===== src/rtl/mwc_rng_pkg.sv =====
// ----------------------------------------------------------------------------
// mwc_rng_pkg
// Shared types and constants of the lag-4 multiply-with-carry generator.
// ----------------------------------------------------------------------------
`default_nettype none

package mwc_rng_pkg;

  // Recurrence multipliers, oldest history word first
  localparam logic [31:0] MWC_A3 = 32'd2111111111;
  localparam logic [10:0] MWC_A2 = 11'd1492;
  localparam logic [10:0] MWC_A1 = 11'd1776;
  localparam logic [12:0] MWC_A0 = 13'd5115;

  // Seed expansion multiplier and warm-up length
  localparam logic [31:0] SEED_MULT    = 32'd29943829;
  localparam logic [4:0]  WARMUP_STEPS = 5'd19;

  // Seed expansion writes four history words, then the carry
  localparam logic [2:0]  SEED_CARRY_IDX = 3'd4;

  // Width of the summed small-constant products plus carry
  localparam int unsigned PART_W = 46;

  typedef enum logic [1:0] {
    OP_RESEED = 2'd0,
    OP_RAW    = 2'd1,
    OP_RANGE  = 2'd2,
    OP_NONE   = 2'd3
  } opcode_t;

  // What the back end has to do with one queued item
  typedef enum logic [2:0] {
    K_RESEED = 3'd0,
    K_RAW    = 3'd1,
    K_RANGE  = 3'd2,
    K_FAIL   = 3'd3,
    K_SINGLE = 3'd4
  } kind_t;

  typedef struct packed {
    kind_t       kind;
    logic [31:0] lo;
    logic [31:0] span;
  } entry_t;

  typedef enum logic [2:0] {
    BK_IDLE  = 3'd0,
    BK_SEED  = 3'd1,
    BK_MUL   = 3'd2,
    BK_ADD   = 3'd3,
    BK_SCALE = 3'd4,
    BK_FIN   = 3'd5
  } bk_state_t;

endpackage

`default_nettype wire


===== src/rtl/mwc_rng_front.sv =====
// ----------------------------------------------------------------------------
// mwc_rng_front
// Accept input transfers and classify them into queue entries.
// ----------------------------------------------------------------------------
`default_nettype none

module mwc_rng_front (
  input  wire logic               in_tvalid,
  output logic                    in_tready,
  input  wire logic [1:0]         in_tuser,   // opcode
  input  wire logic [63:0]        in_tdata,   // range_min, range_max
  input  wire logic               q_full,
  output logic                    q_push,
  output mwc_rng_pkg::entry_t     q_entry
);
  import mwc_rng_pkg::*;

  logic [31:0] lo;
  logic [31:0] hi;
  opcode_t     op;

  assign lo        = in_tdata[31:0];
  assign hi        = in_tdata[63:32];
  assign op        = opcode_t'(in_tuser);
  assign in_tready = ~q_full;

  always_comb begin
    q_entry.lo   = lo;
    q_entry.span = hi - lo + 32'd1;
    q_entry.kind = K_RAW;
    q_push       = 1'b0;
    unique case (op)
      OP_RESEED: begin
        q_entry.kind = K_RESEED;
        q_push       = in_tvalid & ~q_full;
      end
      OP_RAW: begin
        q_entry.kind = K_RAW;
        q_push       = in_tvalid & ~q_full;
      end
      OP_RANGE: begin
        priority if ($signed(hi) < $signed(lo)) begin
          q_entry.kind = K_FAIL;
        end else if (hi == lo) begin
          q_entry.kind = K_SINGLE;
        end else begin
          q_entry.kind = K_RANGE;
        end
        q_push = in_tvalid & ~q_full;
      end
      OP_NONE: begin
        // accept and drop
        q_push = 1'b0;
      end
    endcase
  end

endmodule

`default_nettype wire


===== config.mk =====
export PLATFORM = sky130hd
export DESIGN_NAME = mwc_rng_front
export DESIGN_NICKNAME = d
export VERILOG_FILES = /design/src/rtl/mwc_rng_pkg.sv /design/src/rtl/mwc_rng_front.sv
export SDC_FILE = /design/constraint.sdc
export NUM_CORES = 1
export LEC_CHECK = 0
export BUFFER_PORTS_ARGS = -buffer_cell sky130_fd_sc_hd__buf_2
export CORE_MARGIN = 3
export CORE_UTILIZATION = 51
export DETAILED_ROUTE_END_ITERATION = 16
export PLACE_DENSITY_LB_ADDON = 0.08
export SYNTH_ARGS = -nofsm -noshare
export SYNTH_HDL_FRONTEND = slang
export SYNTH_SLANG_ARGS = --single-unit

===== constraint.sdc =====
create_clock -name vclk -period 4.21
set_clock_uncertainty 0.2 [all_clocks]
set_input_delay 0.842 -clock vclk [all_inputs]
set_output_delay 0.842 -clock vclk [all_outputs]
set_load 0.05 [all_outputs]

==> flow_metrics.py <==
metrics = {
    "run_status": {
        "status": "finished with violations",
        "violations": "setup timing",
    },
    "setup_path": {
        "crit_path_start": "in_tdata[10]",
        "crit_end": "q_entry[31]",
        "crit_top_cell": "buf_6",
        "crit_fanout": 4,
        "cp_data_required_time_ns": 3.17,
        "worstSetupEndpointType": "output port",
        "cp_top_family": "compound AO/OA/AOI/OAI gates",
        "path_buf_inv": 5,
        "worstPathArrival_ns": 3.61,
        "slowest_delay_ns": 0.62,
        "critPathLaunchType": "primary input",
        "path_cells": "buf_6, inv_4, ha_4, inv_2, fa_2, and4b_4, a221oi_4, nand2_2, a32oi_4, nand3_1, a211oi_2, buf_4, xnor2_2, buf_6",
        "cp.depth": 14,
        "critical_path_class": "in2out",
        "crit_slowest_cell": "fa_2",
    },
    "pwr": {
        "p_comb_frac": 1.000,
        "intPower_uw": 642.7,
        "ir_drop_mv": 0.2575,
        "pwr-share-seq": 0,
        "switching_share": 0.5927,
        "p_leak_uw": 0.002892,
        "power_uw": 1578,
        "power_density_nw_per_um2": 281.6,
        "power_switching_uw": 935.3,
        "power_frac_clock": 0,
    },
    "floorplanning": {
        "die_y_um": 84.90,
        "start_util": 0.5299,
        "die_x_um": 84.90,
        "rows": 28,
        "dieArea_um2": 7207,
        "io_pins": 137,
        "coreArea_um2": 5991,
    },
    "synthesis": {
        "synth.avg_cell_area_um2": 7.686,
        "synth_top_family_by_area": "adder cells",
        "synth.net_count": 560,
        "synth_cell_types": 68,
        "synth-simple-area-share": 0.1868,
        "yosys.area_share.adder": 0.3492,
        "synth_top_area_frac": 0.2483,
        "synth_compound_area_frac": 0.2136,
        "synth_mux_area_frac": 0.006307,
        "yosys.area.top_type": "ha_1",
        "synth_xor_area_frac": 0.07450,
        "synth_area_leaders": "ha_1 25%, fa_1 10%, buf_4 7.8%",
        "yosysSeqAreaShare": 0,
        "synth_cells": 413,
        "syn_area_um2": 3174,
        "ys_warn_count": 0,
    },
    "grt": {
        "grt_pass1_wl_um": 17570,
        "grt_max_degree": 9,
        "grt_usage": 0.2874,
        "first_global_vias": 3901,
        "antenna_found_initial": 0,
        "overflow": 0,
    },
    "routing": {
        "via_count": 4336,
        "drc": 0,
        "final_antenna_net_count": 0,
        "viasPerCell": 6.159,
        "drtPass1Iterations": 5,
        "wl_met1_um": 5086,
        "highest_layer": "met4",
        "dr_wl_met2_um": 7242,
        "avgRoutedWirePerCell_um": 21.07,
        "drt_wl_total_um": 14830,
        "drt-initial-drc-count": 303,
        "wl_met3_um": 1218,
    },
    "sta": {
        "slew_violations": 0,
        "layout_setup_ws_ns": -0.4442,
        "final-setup-viol-count": 23,
        "tns_ns": -5.246,
        "finalCritPeriodShare": 1.106,
        "rsz0062_at_grt": "yes",
        "slew_headroom": 0.6969,
        "fmax_mhz": 214.9,
        "tightest_slew_ns": 0.4547,
        "final-hold-violation-count": 0,
        "min_period_ns": 4.654,
    },
    "finish": {
        "design_area_um2": 5603,
        "num_antenna_cells": 0,
        "most-common-layout-cells": "104 x buf_2, 102 x buf_4, 49 x ha_1, 45 x inv_1, 44 x buf_6",
        "seq_area_um2": 0,
        "drive_gt1_frac": 0.5930,
        "design.seq.count": 0,
        "area_delta_synth_final_pct": 76.51,
        "fill_cells": 200,
        "nClkBuffers": 0,
        "final_net_count": 778,
        "layout_commonest_cell": "buf_2",
        "multi_input_comb_area_um2": 3390,
    },
    "place": {
        "place_area_um2": 4593,
        "place_congestion": 0.8589,
        "port_buffers": 137,
        "dp_hpwl_um": 8166,
    },
    "flow_run": {
        "maxCapViolCount": 0,
    },
    "hold_path": {
        "hold_path_class": "in2out",
    },
    "cts": {
        "cts-hold-fix-buffers": 0,
    },
}
## routing by layer
metal	GRT usage	vias up
met1	0.3433	1986
li1	-	1831
met5	0	-
met4	0.04892	0
met3	0.03204	145
met2	0.5552	374
## per-stage QoR
step	utilization	hold slack [ns]	worst slack [ns]	instances
finish	0.9353	1.776	-0.4442	704
global route	0.9353	1.779	-0.5252	704
floorplan	-	1.651	-0.2092	413
detailed placement	0.7667	1.786	-0.5158	681
global placement	0.7667	1.785	-0.4392	681
CTS	0.8647	1.776	-0.1927	691
## timing repair
item / in CTS / in global routing
hold endpoints to repair: 0 / 0
gates resized for setup: 125 / 77
pin swaps: 50 / 48
endpoints found under the setup margin: 22 / 23
setup buffers: 12 / 16
## worst min path at each step
stage / startpoint / to / slack [ns] / depth (start not counted)
global route: in_tdata[16] / q_entry[48] / 1.78 / 2
finish: in_tdata[16] / q_entry[48] / 1.78 / 2
CTS: in_tdata[16] / q_entry[48] / 1.78 / 2
floorplan: in_tdata[0] / q_entry[32] / 1.65 / 1
detailed placement: in_tdata[8] / q_entry[40] / 1.79 / 2
global placement: in_tdata[12] / q_entry[44] / 1.78 / 2
## power groups by stage
stage | logic [uW] | registers (uW) | clock network [uW]
floorplan | 880 | 0 | 0
global placement | 1190 | 0 | 0
detailed placement | 1210 | 0 | 0
CTS | 1390 | 0 | 0
global route | 1640 | 0 | 0
finish | 1580 | 0 | 0
## cells in the mapped netlist, drive strengths merged, types with 3 or more instances
| library cell | instances |
|---|---|
| o21ai | 16 |
| clkbuf | 3 |
| nand2b | 5 |
| nor2 | 25 |
| a31oi | 7 |
| nor2b | 9 |
| nand4 | 5 |
| inv | 62 |
| a21o | 7 |
| xor2 | 6 |
| nand3 | 6 |
| and3 | 4 |
| o21bai | 3 |
| nand2 | 24 |
| a21oi | 31 |
| buf | 37 |
| o211ai | 3 |
| ha | 63 |
| fa | 16 |
| nor3 | 4 |
| a211oi | 4 |
| xnor2 | 21 |
| or4 | 3 |
| and2 | 5 |
## layout make-up
type | count | share of cell area
tap | 75 | 0.01675
inverter | 63 | 0.04556
timing repair buffer | 256 | 0.3327
multi-input combinational | 310 | 0.6050
## cell families after synthesis
kind of cell | Yosys count
buffers and inverters | 103
adders and majority gates | 79
muxes | 2
xor gates and xnor gates | 27
and+or+nand+nor | 107
AOI/OAI and AO/OA | 95
Note: power is estimated with default switching activity, not from simulation.
