**src/rtl/mwc_rng_pkg.sv**
```systemverilog
// ----------------------------------------------------------------------------
// mwc_rng_pkg
// Shared types and constants of the lag-4 multiply-with-carry generator.
// ----------------------------------------------------------------------------
`default_nettype none

package mwc_rng_pkg;

  // Recurrence multipliers, oldest history word first
  localparam logic [31:0] MWC_A3 = 32'd2111111111;
  localparam logic [10:0] MWC_A2 = 11'd1492;
  localparam logic [10:0] MWC_A1 = 11'd1776;
  localparam logic [12:0] MWC_A0 = 13'd5115;

  // Seed expansion multiplier and warm-up length
  localparam logic [31:0] SEED_MULT    = 32'd29943829;
  localparam logic [4:0]  WARMUP_STEPS = 5'd19;

  // Seed expansion writes four history words, then the carry
  localparam logic [2:0]  SEED_CARRY_IDX = 3'd4;

  // Width of the summed small-constant products plus carry
  localparam int unsigned PART_W = 46;

  typedef enum logic [1:0] {
    OP_RESEED = 2'd0,
    OP_RAW    = 2'd1,
    OP_RANGE  = 2'd2,
    OP_NONE   = 2'd3
  } opcode_t;

  // What the back end has to do with one queued item
  typedef enum logic [2:0] {
    K_RESEED = 3'd0,
    K_RAW    = 3'd1,
    K_RANGE  = 3'd2,
    K_FAIL   = 3'd3,
    K_SINGLE = 3'd4
  } kind_t;

  typedef struct packed {
    kind_t       kind;
    logic [31:0] lo;
    logic [31:0] span;
  } entry_t;

  typedef enum logic [2:0] {
    BK_IDLE  = 3'd0,
    BK_SEED  = 3'd1,
    BK_MUL   = 3'd2,
    BK_ADD   = 3'd3,
    BK_SCALE = 3'd4,
    BK_FIN   = 3'd5
  } bk_state_t;

endpackage

`default_nettype wire

```
**src/rtl/mwc_rng_queue.sv**
```systemverilog
// ----------------------------------------------------------------------------
// mwc_rng_queue
// Short first-in first-out queue between the front and back ends.
// ----------------------------------------------------------------------------
`default_nettype none

module mwc_rng_queue #(
  parameter int unsigned DEPTH = 2
) (
  input  wire logic                clk,
  input  wire logic                rst_n,
  input  wire logic                push,
  input  wire mwc_rng_pkg::entry_t push_entry,
  output logic                     full,
  input  wire logic                pop,
  output logic                     pop_valid,
  output mwc_rng_pkg::entry_t      pop_entry
);
  import mwc_rng_pkg::*;

  localparam int unsigned PTR_W = (DEPTH > 1) ? $clog2(DEPTH) : 1;
  localparam int unsigned CNT_W = $clog2(DEPTH + 1);
  localparam logic [PTR_W-1:0] PTR_LAST = PTR_W'(DEPTH - 1);
  localparam logic [CNT_W-1:0] CNT_FULL = CNT_W'(DEPTH);

  entry_t           mem_r [DEPTH];
  logic [PTR_W-1:0] wr_ptr_r, wr_ptr_nxt;
  logic [PTR_W-1:0] rd_ptr_r, rd_ptr_nxt;
  logic [CNT_W-1:0] count_r, count_nxt;
  logic             do_push, do_pop;

  assign full      = (count_r == CNT_FULL);
  assign pop_valid = (count_r != '0);
  assign pop_entry = mem_r[rd_ptr_r];
  assign do_push   = push & ~full;
  assign do_pop    = pop & pop_valid;

  always_comb begin
    wr_ptr_nxt = wr_ptr_r;
    rd_ptr_nxt = rd_ptr_r;
    count_nxt  = count_r;
    if (do_push) begin
      wr_ptr_nxt = (wr_ptr_r == PTR_LAST) ? '0 : wr_ptr_r + PTR_W'(1);
    end
    if (do_pop) begin
      rd_ptr_nxt = (rd_ptr_r == PTR_LAST) ? '0 : rd_ptr_r + PTR_W'(1);
    end
    if (do_push && !do_pop) begin
      count_nxt = count_r + CNT_W'(1);
    end else if (do_pop && !do_push) begin
      count_nxt = count_r - CNT_W'(1);
    end
  end

  always_ff @(posedge clk) begin
    if (!rst_n) begin
      wr_ptr_r <= '0;
      rd_ptr_r <= '0;
      count_r  <= '0;
    end else begin
      wr_ptr_r <= wr_ptr_nxt;
      rd_ptr_r <= rd_ptr_nxt;
      count_r  <= count_nxt;
    end
  end

  always_ff @(posedge clk) begin
    if (do_push) begin
      mem_r[wr_ptr_r] <= push_entry;
    end
  end

endmodule

`default_nettype wire

```
**config.mk**
```make
export PLATFORM = sky130hd
export DESIGN_NAME = mwc_rng_queue
export DESIGN_NICKNAME = d
export VERILOG_FILES = /design/src/rtl/mwc_rng_pkg.sv /design/src/rtl/mwc_rng_queue.sv
export SDC_FILE = /design/constraint.sdc
export NUM_CORES = 1
export LEC_CHECK = 0
export BUFFER_PORTS_ARGS = -buffer_cell sky130_fd_sc_hd__buf_4
export CAP_MARGIN = 20
export CORE_MARGIN = 2
export CORE_UTILIZATION = 56
export CTS_CLUSTER_SIZE = 8
export DETAILED_ROUTE_END_ITERATION = 6
export PLACE_DENSITY = 0.87
export RECOVER_POWER = 100
export SYNTH_ARGS = -nofsm -noshare
export SYNTH_HDL_FRONTEND = slang
export SYNTH_SLANG_ARGS = --single-unit
```
**constraint.sdc**
```tcl
create_clock -name clk -period 7.6 [get_ports clk]
set_input_delay 0.76 -clock clk [delete_from_list [all_inputs] [get_ports clk]]
set_output_delay 0.76 -clock clk [all_outputs]
set_load 0.02 [all_outputs]
```
==> flow_metrics.env <==
export IMPL_post_synth_num_cell_types=24
export IMPL_grt_setup_unrepaired="no"
export IMPL_final_setup_tns_ns=0
export IMPL_synth_avg_cell_area_um2=21.8
export IMPL_p_per_area_nw_per_um2=385
export IMPL_critical_path_endpoint_type="output pin"
export IMPL_fmax_ghz=0.228
export IMPL_finalCriticalPeriod_ns=4.39
export IMPL_n_antenna_cell=0
export IMPL_synth_seq_area_share_pct=81.3
export IMPL_cp_required_ns=6.84
export IMPL_clkSinkCount=139
export IMPL_power_mw=2.54
export IMPL_reg2regPathDepth=3
export IMPL_numCtsBuffers=17
export IMPL_share_of_post_route_cells_with_drive_strength_above_1_pct=30.5
export IMPL_cts_root_buffer_cell="sky130_fd_sc_hd__clkbuf_8"
export IMPL_yosys_warnings=0
export IMPL_worst_path_max_delay_cell="sky130_fd_sc_hd__dfxtp_1"
export IMPL_worst_case_register_to_register_setup_slack_ns=3.75
export IMPL_crit_path_max_incr_delay_ns=2.34
export IMPL_slew_headroom_pct=-97.9
export IMPL_cts_path_max_buffers=2
export IMPL_die_area_um2=9830
export IMPL_worstSetupStartpointType="register"
export IMPL_rows=34
export IMPL_groute_usage_overall_pct=19.7
export IMPL_violations="max-capacitance violations, max-slew violations"
export IMPL_post_drt_wl_per_cell_um=18.5
export IMPL_port_buffers=139
export IMPL_boundaryPins=140
export IMPL_post_route_clock_skew_ns=0.00874
export IMPL_tritoncts="done"
export IMPL_drt_pre_antenna_iters=4
export IMPL_timing_rr_end="mem_r[1][19]"
export IMPL_hold_buffers=0
export IMPL_arrival_worst_endpoint_ns=3.63
export IMPL_htree_num_levels=4
export IMPL_timing_hold_worst_endpoint="mem_r[1][60]"
export IMPL_slew_viol_final=152
export IMPL_finalSetupViolCount=0
export IMPL_most_used_cells_in_the_layout_excluding_fill_and_tap_cells="sky130_fd_sc_hd__edfxtp_1, sky130_fd_sc_hd__clkbuf_1, sky130_fd_sc_hd__clkbuf_4"
export IMPL_initial_antenna_violation_count=0
export IMPL_core_area_um2=8760
export IMPL_maxCapViolations=3
export IMPL_outcome="finished, violations left"
export IMPL_clk_pin_slew_worst_paths_ns=0.06
export IMPL_detailedPlacementHpwl_um=5610
export IMPL_first_iter_violations=104
export IMPL_cell_area_synth_um2=5070
export IMPL_crit_fanout=67
export IMPL_cts_setup_buffers=0
export IMPL_worstHoldStart="push_entry[60]"
export IMPL_worst_setup_path_type="reg -> out"
export IMPL_cts_resized=0
export IMPL_mostFrequentLayoutCell="sky130_fd_sc_hd__edfxtp_1"
export IMPL_min_path_type="in -> reg"
export IMPL_worst_r2r_start="count_r[0]"
export IMPL_synthCells=233
export IMPL_final_nets=459
export IMPL_remaining_design_rule_violation_count=0
export IMPL_route_antenna_remaining_nets=0
export IMPL_detailroute_via_count=2663
export IMPL_crit_path_cell_trace="mux2_2, clkbuf_1"
export IMPL_die_w_um=99.2
export IMPL_via_per_inst=5.27
export IMPL_grt_start_max_net_pins=68
export IMPL_ff_latch_count_synth=139
export IMPL_globalRoute_totalOverflow=0
export IMPL_initial_util_pct=57.9
export IMPL_power_ir_vdd_worst_mv=0.324
export IMPL_timing_final_ws_setup_ns=3.21
export IMPL_report_final_hold_viol_count=0
export IMPL_place_gp_congestion=0.759
export IMPL_post_place_ws_ns=5.12
export IMPL_first_global_vias=2821
export IMPL_synthesis_nets=305
export IMPL_max_slew_worst_pin_slew_ns=2.96
export IMPL_detail_route_wirelength_um=9350
export IMPL_grt_first_pass_wirelength_um=14300
export IMPL_die_h_um=99.2
export IMPL_worst_skew_pair_late_latency_ns=0.51
export IMPL_final_min_period_over_clock_period_pct=57.7
export IMPL_worstHoldPathCells=1
export IMPL_layout_area_overhead_vs_synth_pct=29.8
export IMPL_power_static_leakage_nw=2.31
==> cells in the mapped netlist <==
cell	n	area, µm²
sky130_fd_sc_hd__and2_1	3	18.8
sky130_fd_sc_hd__inv_1	1	3.75
sky130_fd_sc_hd__nand2b_1	1	6.26
sky130_fd_sc_hd__edfxtp_1	134	4020
sky130_fd_sc_hd__xor2_1	1	8.76
sky130_fd_sc_hd__a21boi_1	1	7.51
sky130_fd_sc_hd__o21ai_0	1	5.00
sky130_fd_sc_hd__ha_1	1	12.5
sky130_fd_sc_hd__xnor2_1	2	17.5
sky130_fd_sc_hd__nor3_2	1	10.0
sky130_fd_sc_hd__mux2_2	37	417
sky130_fd_sc_hd__mux2_1	30	338
sky130_fd_sc_hd__nor2_1	1	3.75
sky130_fd_sc_hd__inv_2	1	3.75
sky130_fd_sc_hd__dfxtp_1	5	100
sky130_fd_sc_hd__and3_1	1	6.26
sky130_fd_sc_hd__buf_2	3	15.0
sky130_fd_sc_hd__or2_2	1	6.26
sky130_fd_sc_hd__or3_1	1	6.26
sky130_fd_sc_hd__buf_4	1	7.51
sky130_fd_sc_hd__o21a_1	1	7.51
sky130_fd_sc_hd__a21boi_0	1	7.51
sky130_fd_sc_hd__o21ai_1	1	5.00
sky130_fd_sc_hd__buf_6	3	33.8
==> cells by family after synthesis <==
family | after synthesis | synth area share (%)
AND/OR/NAND/NOR | 9 | 1.14
multiplexers | 67 | 14.9
adder cells (fa/ha/maj) | 1 | 0.247
AO/OA/AOI/OAI | 5 | 0.641
flip-flops | 139 | 81.3
XOR/XNOR | 3 | 0.518
buffers and inverters | 9 | 1.26
==> per-stage QoR <==
step,utilization (%),std cells,instance area (µm²),hold slack (ns)
global placement,71.1,476,6230,0.494
CTS,78.9,505,6910,0.408
finish,75.1,505,6580,0.451
floorplan,-,233,5070,0.479
detailed placement,71.1,476,6230,0.532
global route,75.1,505,6580,0.425
==> worst max-delay path, delay by kind of cell (launching register included) <==
kind / cells / cell delay, ns
mux: 1 / 0.49
flops: 1 / 2.34
buf+inv: 1 / 0.27
==> metal layers <==
layer  GRT usage (%)  part of all wire, %  vias up
met1            22.7                   39     1307
met4            8.75                 0.97        0
met5               0                    0        -
met2            33.2                   52      115
li1                -                    -     1231
met3            7.03                  7.9       10
==> cell type report <==
class / instances / area [µm²]
flip-flops and latches: 139 / 4120
fillers: 564 / 2180
multi-input cells: 85 / 878
repair buffers: 142 / 751
clock buffers: 17 / 414
clock inverters: 12 / 272
well taps: 108 / 135
inverters: 2 / 7.51
==> registers in the layout, indices dropped and copies added (netlist names), named ones only <==
name and count:
mem_r 134, count_r 2, rd_ptr_r 1, wr_ptr_r 1
==> worst max-delay path by stage <==
stage	start	end	slack, ns	depth (start not counted)
after CTS	register	pop_entry[44]	4.74	2
final	register	pop_entry[61]	3.21	2
after floorplan	push	mem_r[0][0]	3.66	2
after global routing	register	pop_entry[48]	2.93	2
after detailed placement	push	mem_r[1][21]	5.12	3
after global placement	push	mem_r[1][40]	5.13	3
==> power breakdown <==
part | internal (mW) | total [mW] | switching, mW
Combinational | 0.207 | 0.532 | 0.325
Sequential | 0.970 | 1.05 | 0.0762
Clock | 0.660 | 0.959 | 0.298
Note: power is estimated with default switching activity, not from simulation.
